## src/pcxrle_pkg.sv

```systemverilog
`timescale 1ns / 1ps
`default_nettype none

package pcxrle_pkg;

  // Stream widths and PCX run-length constants
  localparam int unsigned BYTE_W      = 8;
  localparam int unsigned LEN_W       = 7;
  localparam int unsigned SLOT_N      = 4;
  localparam int unsigned SLOT_W      = 2;
  localparam int unsigned MAX_RUN_DEF = 64;

  localparam logic [BYTE_W-1:0] LIT_MAX  = 8'd191;
  localparam logic [BYTE_W-1:0] CNT_BASE = 8'd192;

  // Codec mode register codes
  localparam logic MODE_ENC = 1'b0;
  localparam logic MODE_DEC = 1'b1;

  // Slot holding the repeated byte
  localparam logic [SLOT_W-1:0] SLOT_REP = 2'd3;

  typedef enum logic {
    CTL_IDLE,
    CTL_EMIT
  } ctl_state_e;

  typedef struct packed {
    logic load;
    logic step;
  } ctl_cmd_t;

  typedef struct packed {
    logic has_results;
    logic out_free;
    logic step_final;
  } dp_status_t;

endpackage

`default_nettype wire

```

## src/pcxrle_ctrl.sv

```systemverilog
`timescale 1ns / 1ps
`default_nettype none

module pcxrle_ctrl
  import pcxrle_pkg::*;
(
  input  wire logic       clk_i,
  input  wire logic       rst_ni,
  input  wire logic       in_valid_i,
  output logic            in_ready_o,
  input  wire dp_status_t status_i,
  output ctl_cmd_t        cmd_o
);

  ctl_state_e state_q, state_d;

  always_ff @(posedge clk_i or negedge rst_ni) begin
    if (!rst_ni) begin
      state_q <= CTL_IDLE;
    end else begin
      state_q <= state_d;
    end
  end

  always_comb begin
    state_d    = state_q;
    cmd_o      = '0;
    in_ready_o = 1'b0;
    unique case (state_q)
      CTL_IDLE: begin
        in_ready_o = 1'b1;
        if (in_valid_i) begin
          cmd_o.load = 1'b1;
          if (status_i.has_results) begin
            state_d = CTL_EMIT;
          end
        end
      end
      CTL_EMIT: begin
        // advance one result whenever the output register can take it
        if (status_i.out_free) begin
          cmd_o.step = 1'b1;
          if (status_i.step_final) begin
            state_d = CTL_IDLE;
          end
        end
      end
      default: begin
        state_d = CTL_IDLE;
      end
    endcase
  end

endmodule

`default_nettype wire

```

## src/pcxrle_dp.sv

```systemverilog
`timescale 1ns / 1ps
`default_nettype none

module pcxrle_dp
  import pcxrle_pkg::*;
#(
  parameter int unsigned MAX_RUN = MAX_RUN_DEF
) (
  input  wire logic              clk_i,
  input  wire logic              rst_ni,
  input  wire logic              cfg_we_i,
  input  wire logic              cfg_wdata_i,
  input  wire logic [BYTE_W-1:0] data_byte_i,
  input  wire logic              last_of_block_i,
  input  wire ctl_cmd_t          cmd_i,
  output dp_status_t             status_o,
  input  wire logic              out_ready_i,
  output logic                   out_valid_o,
  output logic [BYTE_W-1:0]      out_byte_o,
  output logic                   run_last_o,
  output logic                   block_end_o,
  output logic                   truncated_error_o
);

  function automatic logic [BYTE_W-1:0] count_byte(input logic [LEN_W-1:0] len);
    count_byte = BYTE_W'({1'b0, LIT_MAX} + {2'b00, len});
  endfunction

  // Codec state
  logic              mode_q;
  logic [BYTE_W-1:0] held_q, held_d;
  logic [LEN_W-1:0]  len_q, len_d;
  logic              hold_q, hold_d;

  // Result sequence of the current transaction
  logic [BYTE_W-1:0] slot_q [SLOT_N];
  logic [BYTE_W-1:0] slot_d [SLOT_N];
  logic [SLOT_N-1:0] rem_q, mask_d, rem_next;
  logic [LEN_W-1:0]  rep_q, rep_d;
  logic              last_q, trunc_q, trunc_d;

  logic              extend;
  logic [SLOT_W-1:0] sel;
  logic              sel_done;
  logic              step_final;

  // Output register
  logic              out_valid_q;
  logic [BYTE_W-1:0] out_byte_q;
  logic              run_last_q, block_end_q, trunc_err_q;

  always_comb begin
    for (int i = 0; i < SLOT_N; i++) begin
      slot_d[i] = '0;
    end
    mask_d  = '0;
    rep_d   = LEN_W'(1);
    trunc_d = 1'b0;
    held_d  = held_q;
    len_d   = len_q;
    hold_d  = hold_q;
    extend  = hold_q && (data_byte_i == held_q) && (len_q < LEN_W'(MAX_RUN));
    if (mode_q == MODE_ENC) begin
      if (extend) begin
        len_d = len_q + LEN_W'(1);
      end else begin
        if (hold_q) begin
          mask_d[0] = (held_q > LIT_MAX) || (len_q > LEN_W'(1));
          slot_d[0] = count_byte(len_q);
          mask_d[1] = 1'b1;
          slot_d[1] = held_q;
        end
        held_d = data_byte_i;
        len_d  = LEN_W'(1);
        hold_d = 1'b1;
      end
      if (last_of_block_i) begin
        mask_d[2] = (held_d > LIT_MAX) || (len_d > LEN_W'(1));
        slot_d[2] = count_byte(len_d);
        mask_d[3] = 1'b1;
        slot_d[3] = held_d;
        held_d    = '0;
        len_d     = '0;
        hold_d    = 1'b0;
      end
    end else begin
      if (hold_q) begin
        mask_d[3] = 1'b1;
        slot_d[3] = data_byte_i;
        rep_d     = len_q;
        len_d     = '0;
        hold_d    = 1'b0;
      end else if (data_byte_i > LIT_MAX) begin
        if (last_of_block_i) begin
          mask_d[3] = 1'b1;
          trunc_d   = 1'b1;
        end else begin
          hold_d = 1'b1;
          len_d  = LEN_W'(data_byte_i - LIT_MAX);
        end
      end else begin
        mask_d[3] = 1'b1;
        slot_d[3] = data_byte_i;
      end
    end
  end

  // Lowest pending slot goes out first
  always_comb begin
    priority if (rem_q[0]) sel = 2'd0;
    else if (rem_q[1])     sel = 2'd1;
    else if (rem_q[2])     sel = 2'd2;
    else                   sel = SLOT_REP;
  end

  always_comb begin
    sel_done      = (sel != SLOT_REP) || (rep_q <= LEN_W'(1));
    rem_next      = rem_q;
    rem_next[sel] = rem_q[sel] & ~sel_done;
    step_final    = (rem_next == '0);
  end

  always_ff @(posedge clk_i or negedge rst_ni) begin
    if (!rst_ni) begin
      mode_q <= MODE_ENC;
      held_q <= '0;
      len_q  <= '0;
      hold_q <= 1'b0;
      rem_q  <= '0;
      rep_q  <= '0;
    end else if (cfg_we_i) begin
      // mode change drops any half-done run or count
      mode_q <= cfg_wdata_i;
      held_q <= '0;
      len_q  <= '0;
      hold_q <= 1'b0;
    end else if (cmd_i.load) begin
      held_q <= held_d;
      len_q  <= len_d;
      hold_q <= hold_d;
      rem_q  <= mask_d;
      rep_q  <= rep_d;
    end else if (cmd_i.step) begin
      rem_q <= rem_next;
      if (!sel_done) begin
        rep_q <= rep_q - LEN_W'(1);
      end
    end
  end

  always_ff @(posedge clk_i) begin
    if (cmd_i.load) begin
      for (int i = 0; i < SLOT_N; i++) begin
        slot_q[i] <= slot_d[i];
      end
      last_q  <= last_of_block_i;
      trunc_q <= trunc_d;
    end
  end

  always_ff @(posedge clk_i or negedge rst_ni) begin
    if (!rst_ni) begin
      out_valid_q <= 1'b0;
    end else if (cmd_i.step) begin
      out_valid_q <= 1'b1;
    end else if (out_ready_i) begin
      out_valid_q <= 1'b0;
    end
  end

  always_ff @(posedge clk_i) begin
    if (cmd_i.step) begin
      out_byte_q  <= slot_q[sel];
      run_last_q  <= step_final;
      block_end_q <= step_final & last_q;
      trunc_err_q <= step_final & trunc_q;
    end
  end

  always_comb begin
    status_o.has_results = |mask_d;
    status_o.out_free    = !out_valid_q || out_ready_i;
    status_o.step_final  = step_final;
  end

  assign out_valid_o       = out_valid_q;
  assign out_byte_o        = out_byte_q;
  assign run_last_o        = run_last_q;
  assign block_end_o       = block_end_q;
  assign truncated_error_o = trunc_err_q;

  a_trunc_shape: assert property (@(posedge clk_i) disable iff (!rst_ni)
    out_valid_q && trunc_err_q |-> run_last_q && block_end_q && (out_byte_q == '0))
    else $error("truncated result is not a lone zero at block end");

  a_end_is_last: assert property (@(posedge clk_i) disable iff (!rst_ni)
    out_valid_q && block_end_q |-> run_last_q)
    else $error("block end on a result that is not the last of its transaction");

  a_rep_nonzero: assert property (@(posedge clk_i) disable iff (!rst_ni)
    rem_q[SLOT_REP] |-> (rep_q != '0))
    else $error("repeat slot pending with zero count");

endmodule

`default_nettype wire

```

## src/pcx_byte_run_length_codec_top.sv

```systemverilog
// A transaction is taken when in_valid_i is high while idle, then its results are stepped
// into the output register one result per cycle while the sink takes them.
// A transaction yields up to 64 results in decode and up to 4 in encode; no new byte is
// taken until its last result is stepped out. The result sequencer is the limit.
// Reset: asynchronous, active low; mode returns to encode and run state is cleared.
`timescale 1ns / 1ps
`default_nettype none

module pcx_byte_run_length_codec_top
  import pcxrle_pkg::*;
#(
  parameter int unsigned MAX_RUN = MAX_RUN_DEF
) (
  input  wire logic              clk_i,
  input  wire logic              rst_ni,
  // configuration: codec mode, 0 encode, 1 decode
  input  wire logic              cfg_we_i,
  input  wire logic              cfg_wdata_i,
  // input byte stream
  input  wire logic              in_valid_i,
  output logic                   in_ready_o,
  input  wire logic [BYTE_W-1:0] data_byte_i,
  input  wire logic              last_of_block_i,
  // output byte stream
  output logic                   out_valid_o,
  input  wire logic              out_ready_i,
  output logic [BYTE_W-1:0]      out_byte_o,
  output logic                   run_last_o,
  output logic                   block_end_o,
  output logic                   truncated_error_o
);

  ctl_cmd_t   cmd;
  dp_status_t status;

  // Controller: take a transaction, then step its results out one at a time
  pcxrle_ctrl u_ctrl (
    .clk_i      (clk_i),
    .rst_ni     (rst_ni),
    .in_valid_i (in_valid_i),
    .in_ready_o (in_ready_o),
    .status_i   (status),
    .cmd_o      (cmd)
  );

  // Datapath: run/count state, result slots with repeat counter, output register
  pcxrle_dp #(
    .MAX_RUN (MAX_RUN)
  ) u_dp (
    .clk_i             (clk_i),
    .rst_ni            (rst_ni),
    .cfg_we_i          (cfg_we_i),
    .cfg_wdata_i       (cfg_wdata_i),
    .data_byte_i       (data_byte_i),
    .last_of_block_i   (last_of_block_i),
    .cmd_i             (cmd),
    .status_o          (status),
    .out_ready_i       (out_ready_i),
    .out_valid_o       (out_valid_o),
    .out_byte_o        (out_byte_o),
    .run_last_o        (run_last_o),
    .block_end_o       (block_end_o),
    .truncated_error_o (truncated_error_o)
  );

endmodule

`default_nettype wire
```

## config.mk

```make
export PLATFORM = sky130hd
export DESIGN_NAME = pcx_byte_run_length_codec_top
export DESIGN_NICKNAME = d
export VERILOG_FILES = /design/src/pcxrle_pkg.sv /design/src/pcxrle_ctrl.sv /design/src/pcxrle_dp.sv /design/src/pcx_byte_run_length_codec_top.sv
export SDC_FILE = /design/constraint.sdc
export NUM_CORES = 1
export LEC_CHECK = 0
export ABC_AREA = 0
export BUFFER_PORTS_ARGS = -buffer_cell sky130_fd_sc_hd__buf_2
export CAP_MARGIN = 0
export CORE_MARGIN = 4
export CORE_UTILIZATION = 65
export DETAILED_ROUTE_END_ITERATION = 6
export HOLD_SLACK_MARGIN = 0.06
export PLACE_DENSITY_LB_ADDON = 0.2
export RECOVER_POWER = 25
export SYNTH_ARGS = -nofsm -noshare
export SYNTH_HDL_FRONTEND = slang
export SYNTH_SLANG_ARGS = --single-unit
```

## constraint.sdc

```tcl
create_clock -name clk_i -period 3.8 [get_ports clk_i]
set_clock_uncertainty 0.15 [all_clocks]
set_input_delay 1.14 -clock clk_i [delete_from_list [all_inputs] [get_ports clk_i]]
set_output_delay 1.14 -clock clk_i [all_outputs]
set_load 0.01 [all_outputs]
```

==> impl_metrics.py <==
metrics = {
    "yosys": {
        "syn_nets": 432,
        "yosysWarnings": 0,
        "syn_area_um2": 4028,
        "synth_cell_types": 51,
        "ys_top_cells_by_count": "nor2_1 (46), edfxtp_1 (45), a21oi_1 (36), nand2_1 (33), dfrtp_1 (30)",
        "synth_area_per_cell_um2": 9.847,
        "ys_top_cells_by_area": "edfxtp_1 (34%), dfrtp_1 (19%), a21oi_1 (4.5%)",
        "synth_edf_count": 45,
        "ys_ff_latch": 75,
        "synth_top_area_cell": "edfxtp_1",
        "synth_cells": 409,
        "synth_seq_area_share_pct": 52.19,
        "synth_most_common_cell": "nor2_1",
        "synth_top_area_share_pct": 33.55,
        "synth-main-ff-cell": "edfxtp_1",
        "ys_async_sr_fraction_pct": 40.00,
    },
    "place": {
        "numPortBuffers": 27,
        "dp_hpwl_mm": 6.999,
        "dp_cells": 492,
        "dpl_worst_slack_ns": 0.2904,
        "gp_congestion": 0.9484,
    },
    "detailed_routing": {
        "wl_per_cell_um": 19.36,
        "routed_via_density": 6.474,
        "dr_total_vias": 3289,
        "drtAntennaViolNets": 0,
        "drc": 0,
        "routed_wl_mm": 9.834,
        "dr.first_iter.drc_count": 308,
        "drtPass1Iterations": 5,
    },
    "timing": {
        "slew_headroom_pct": -18.24,
        "setup_tns_ns": 0,
        "setup_violations": 0,
        "slew_viol_final": 31,
        "worst_slack_ns": 0.5664,
        "min_period_over_period_pct": 85.09,
        "worst_pin_slew_ns": 1.774,
        "rsz0062_at_grt": "false",
        "hold_viol_final": 0,
        "fmax_mhz": 309.3,
        "period_needed_ns": 3.234,
    },
    "hold_path": {
        "hold_path_depth": 2,
        "worstHoldStart": "u_dp.rem_q[3]",
        "hold_path_class": "flip-flop to flip-flop",
        "holdPathEnd": "u_dp.rem_q[3]",
    },
    "floorplanning": {
        "core-area_um2": 5956,
        "dieWidth_um": 86.72,
        "die_h_um": 86.72,
        "placementRows": 28,
        "ioPinCount": 28,
        "die_area_um2": 7519,
        "start_util_pct": 67.63,
    },
    "global_route": {
        "grt-ovfl-total": 0,
        "grt_pass1_wl_mm": 15.81,
        "grtUsageTotal_pct": 28.05,
        "grt_antenna_before_repair": 0,
        "grt_pass1_vias": 3215,
        "grt_max_degree": 32,
    },
    "cts": {
        "cts_tree": "built",
        "path_clk_slew_ns": 0.08,
        "numCtsBuffers": 9,
        "htreeDepth": 3,
        "root_buffer": "clkbuf_8",
        "cts_max_path_buffers": 2,
        "holdBufCountCts": 0,
        "insertion_delay_ns": 0.35,
        "cts_resized": 0,
        "postCtsSetupBuffers": 0,
        "cts_sinks": 75,
    },
    "run_status": {
        "failed_checks": "capacitance limit, slew limit",
        "status": "finished, violations left",
    },
    "setup_path": {
        "path_class": "input pin to flip-flop",
        "rr_endpoint": "u_dp.slot_q[2][6]",
        "worstPathArrival_ns": 3.18,
        "worst-path-max-fanout": 12,
        "critPathRequiredTime_ns": 3.74,
        "r2r_slack_ns": 0.92,
        "rr_worst_depth": 7,
        "r2r_start": "u_dp.len_q[0]",
        "endpoint_kind": "flip-flop",
        "start_kind": "input pin",
    },
    "power_and_ir_drop": {
        "p_leak_nw": 1.687,
        "vdd_drop_max_v": 0.0003482,
        "powerDensity_nw_per_um2": 577.2,
        "power_mw": 2.527,
    },
    "final_layout": {
        "antenna_cells": 0,
        "synthToLayoutAreaGrowth_pct": 8.698,
        "nets": 451,
        "drive_gt1_share_pct": 12.24,
        "final_cells": 508,
    },
    "flow_run": {
        "drv_cap": 1,
    },
}
## area by class of cell
type	count	area (µm²)
Fill cell	420	1578
Tap cell	75	93.84
Multi-Input combinational cell	299	1787
Timing Repair Buffer	30	153.9
Clock buffer	10	127.6
Clock inverter	6	65.06
Inverter	13	48.80
Sequential cell	75	2102
## cells by family after synthesis
group / Yosys count / share of synthesized area, %
and+or+nand+nor: 154 / 18.95
AOI/OAI and AO/OA: 114 / 17.74
DFF: 75 / 52.19
buffers and inverters: 35 / 3.448
xor gates and xnor gates: 20 / 4.349
adders and majority gates: 8 / 2.485
muxes: 3 / 0.8387
## metal layers
| metal | global-route usage [%] | share of wire [%] | up-vias |
|---|---|---|---|
| met5 | 0 | 0 | - |
| met4 | 16.57 | 5.3 | 0 |
| met3 | 5.894 | 8.4 | 49 |
| met2 | 44.71 | 47 | 202 |
| met1 | 35.27 | 40 | 1526 |
| li1 | - | - | 1512 |
## state kept, by name (all words and copies together), names as in the netlist
name and flops:
u_dp.slot_q 32, u_dp.held_q 8, u_dp.out_byte_o 8, u_dp.len_q 7
u_dp.rep_q 7, u_dp.rem_q 4, u_ctrl.state_q 1, u_dp.block_end_o 1
u_dp.hold_q 1, u_dp.last_q 1, u_dp.mode_q 1, u_dp.out_valid_o 1
u_dp.run_last_o 1, u_dp.trunc_q 1, u_dp.truncated_error_o 1
## critical path, cell delays in order
cell      delay (ns)
buf_2           0.14
xor2_1          0.16
nor3_1          0.16
and4_1          0.45
nand2_1         0.16
inv_1           0.09
ha_1            0.29
nand3_1         0.13
a21oi_1         0.20
nor2_1          0.06
o211ai_1        0.09
a21oi_1         0.10
## per-stage QoR
| stage | utilization, % | hold WS, ns | instance area (µm²) |
|---|---|---|---|
| 3_3_place_gp | 70.34 | 0.3440 | 4189 |
| 6_report | 73.51 | 0.3663 | 4378 |
| 3_5_place_dp | 70.34 | 0.3435 | 4189 |
| 4_1_cts | 73.57 | 0.3649 | 4382 |
| 2_1_floorplan | - | 0.3135 | 4028 |
| 5_1_grt | 73.51 | 0.4028 | 4378 |
## cells in the final DEF (no fill, tap or decap), drive strengths merged, types with 3 or more instances in the layout
| cell type | synthesis | routed |
|---|---|---|
| inv | 11 | 12 |
| xnor2 | 8 | 8 |
| o31ai | 4 | 4 |
| a22oi | 19 | 19 |
| o21ai | 31 | 31 |
| nand2b | 7 | 7 |
| nor2 | 46 | 46 |
| and3 | 4 | 4 |
| ha | 8 | 8 |
| a211oi | 6 | 6 |
| nor3 | 6 | 6 |
| buf | 2 | 27 |
| mux2 | 3 | 3 |
| nand2 | 33 | 33 |
| dfrtp | 30 | 30 |
| nand3 | 18 | 18 |
| xor2 | 12 | 12 |
| nor4 | 5 | 5 |
| nor2b | 5 | 5 |
| and2 | 19 | 19 |
| clkbuf | 20 | 13 |
| a221oi | 3 | 3 |
| edfxtp | 45 | 45 |
| a21oi | 37 | 37 |
| clkinv | 2 | 5 |
## worst max path at each step
| stage | to | slack (ns) | cells past startpoint | startpoint |
|---|---|---|---|---|
| after detailed placement | u_dp.slot_q[2][4] | 0.29 | 12 | data_byte_i[0] |
| after floorplan | u_dp.slot_q[2][4] | 0.51 | 13 | data_byte_i[2] |
| after global placement | u_dp.slot_q[2][4] | 0.42 | 12 | data_byte_i[0] |
| after global routing | u_dp.slot_q[2][4] | 0.35 | 12 | data_byte_i[0] |
| after CTS | u_dp.slot_q[2][4] | 0.65 | 12 | data_byte_i[0] |
| final | u_dp.slot_q[2][4] | 0.57 | 12 | data_byte_i[0] |
## where the power goes
group          switching [mW]  leakage, nW  internal [mW]
Sequential              0.110        0.834           1.08
Combinational           0.463        0.756          0.263
Clock                   0.305       0.0966          0.305
(Power assumes the default switching activity.)
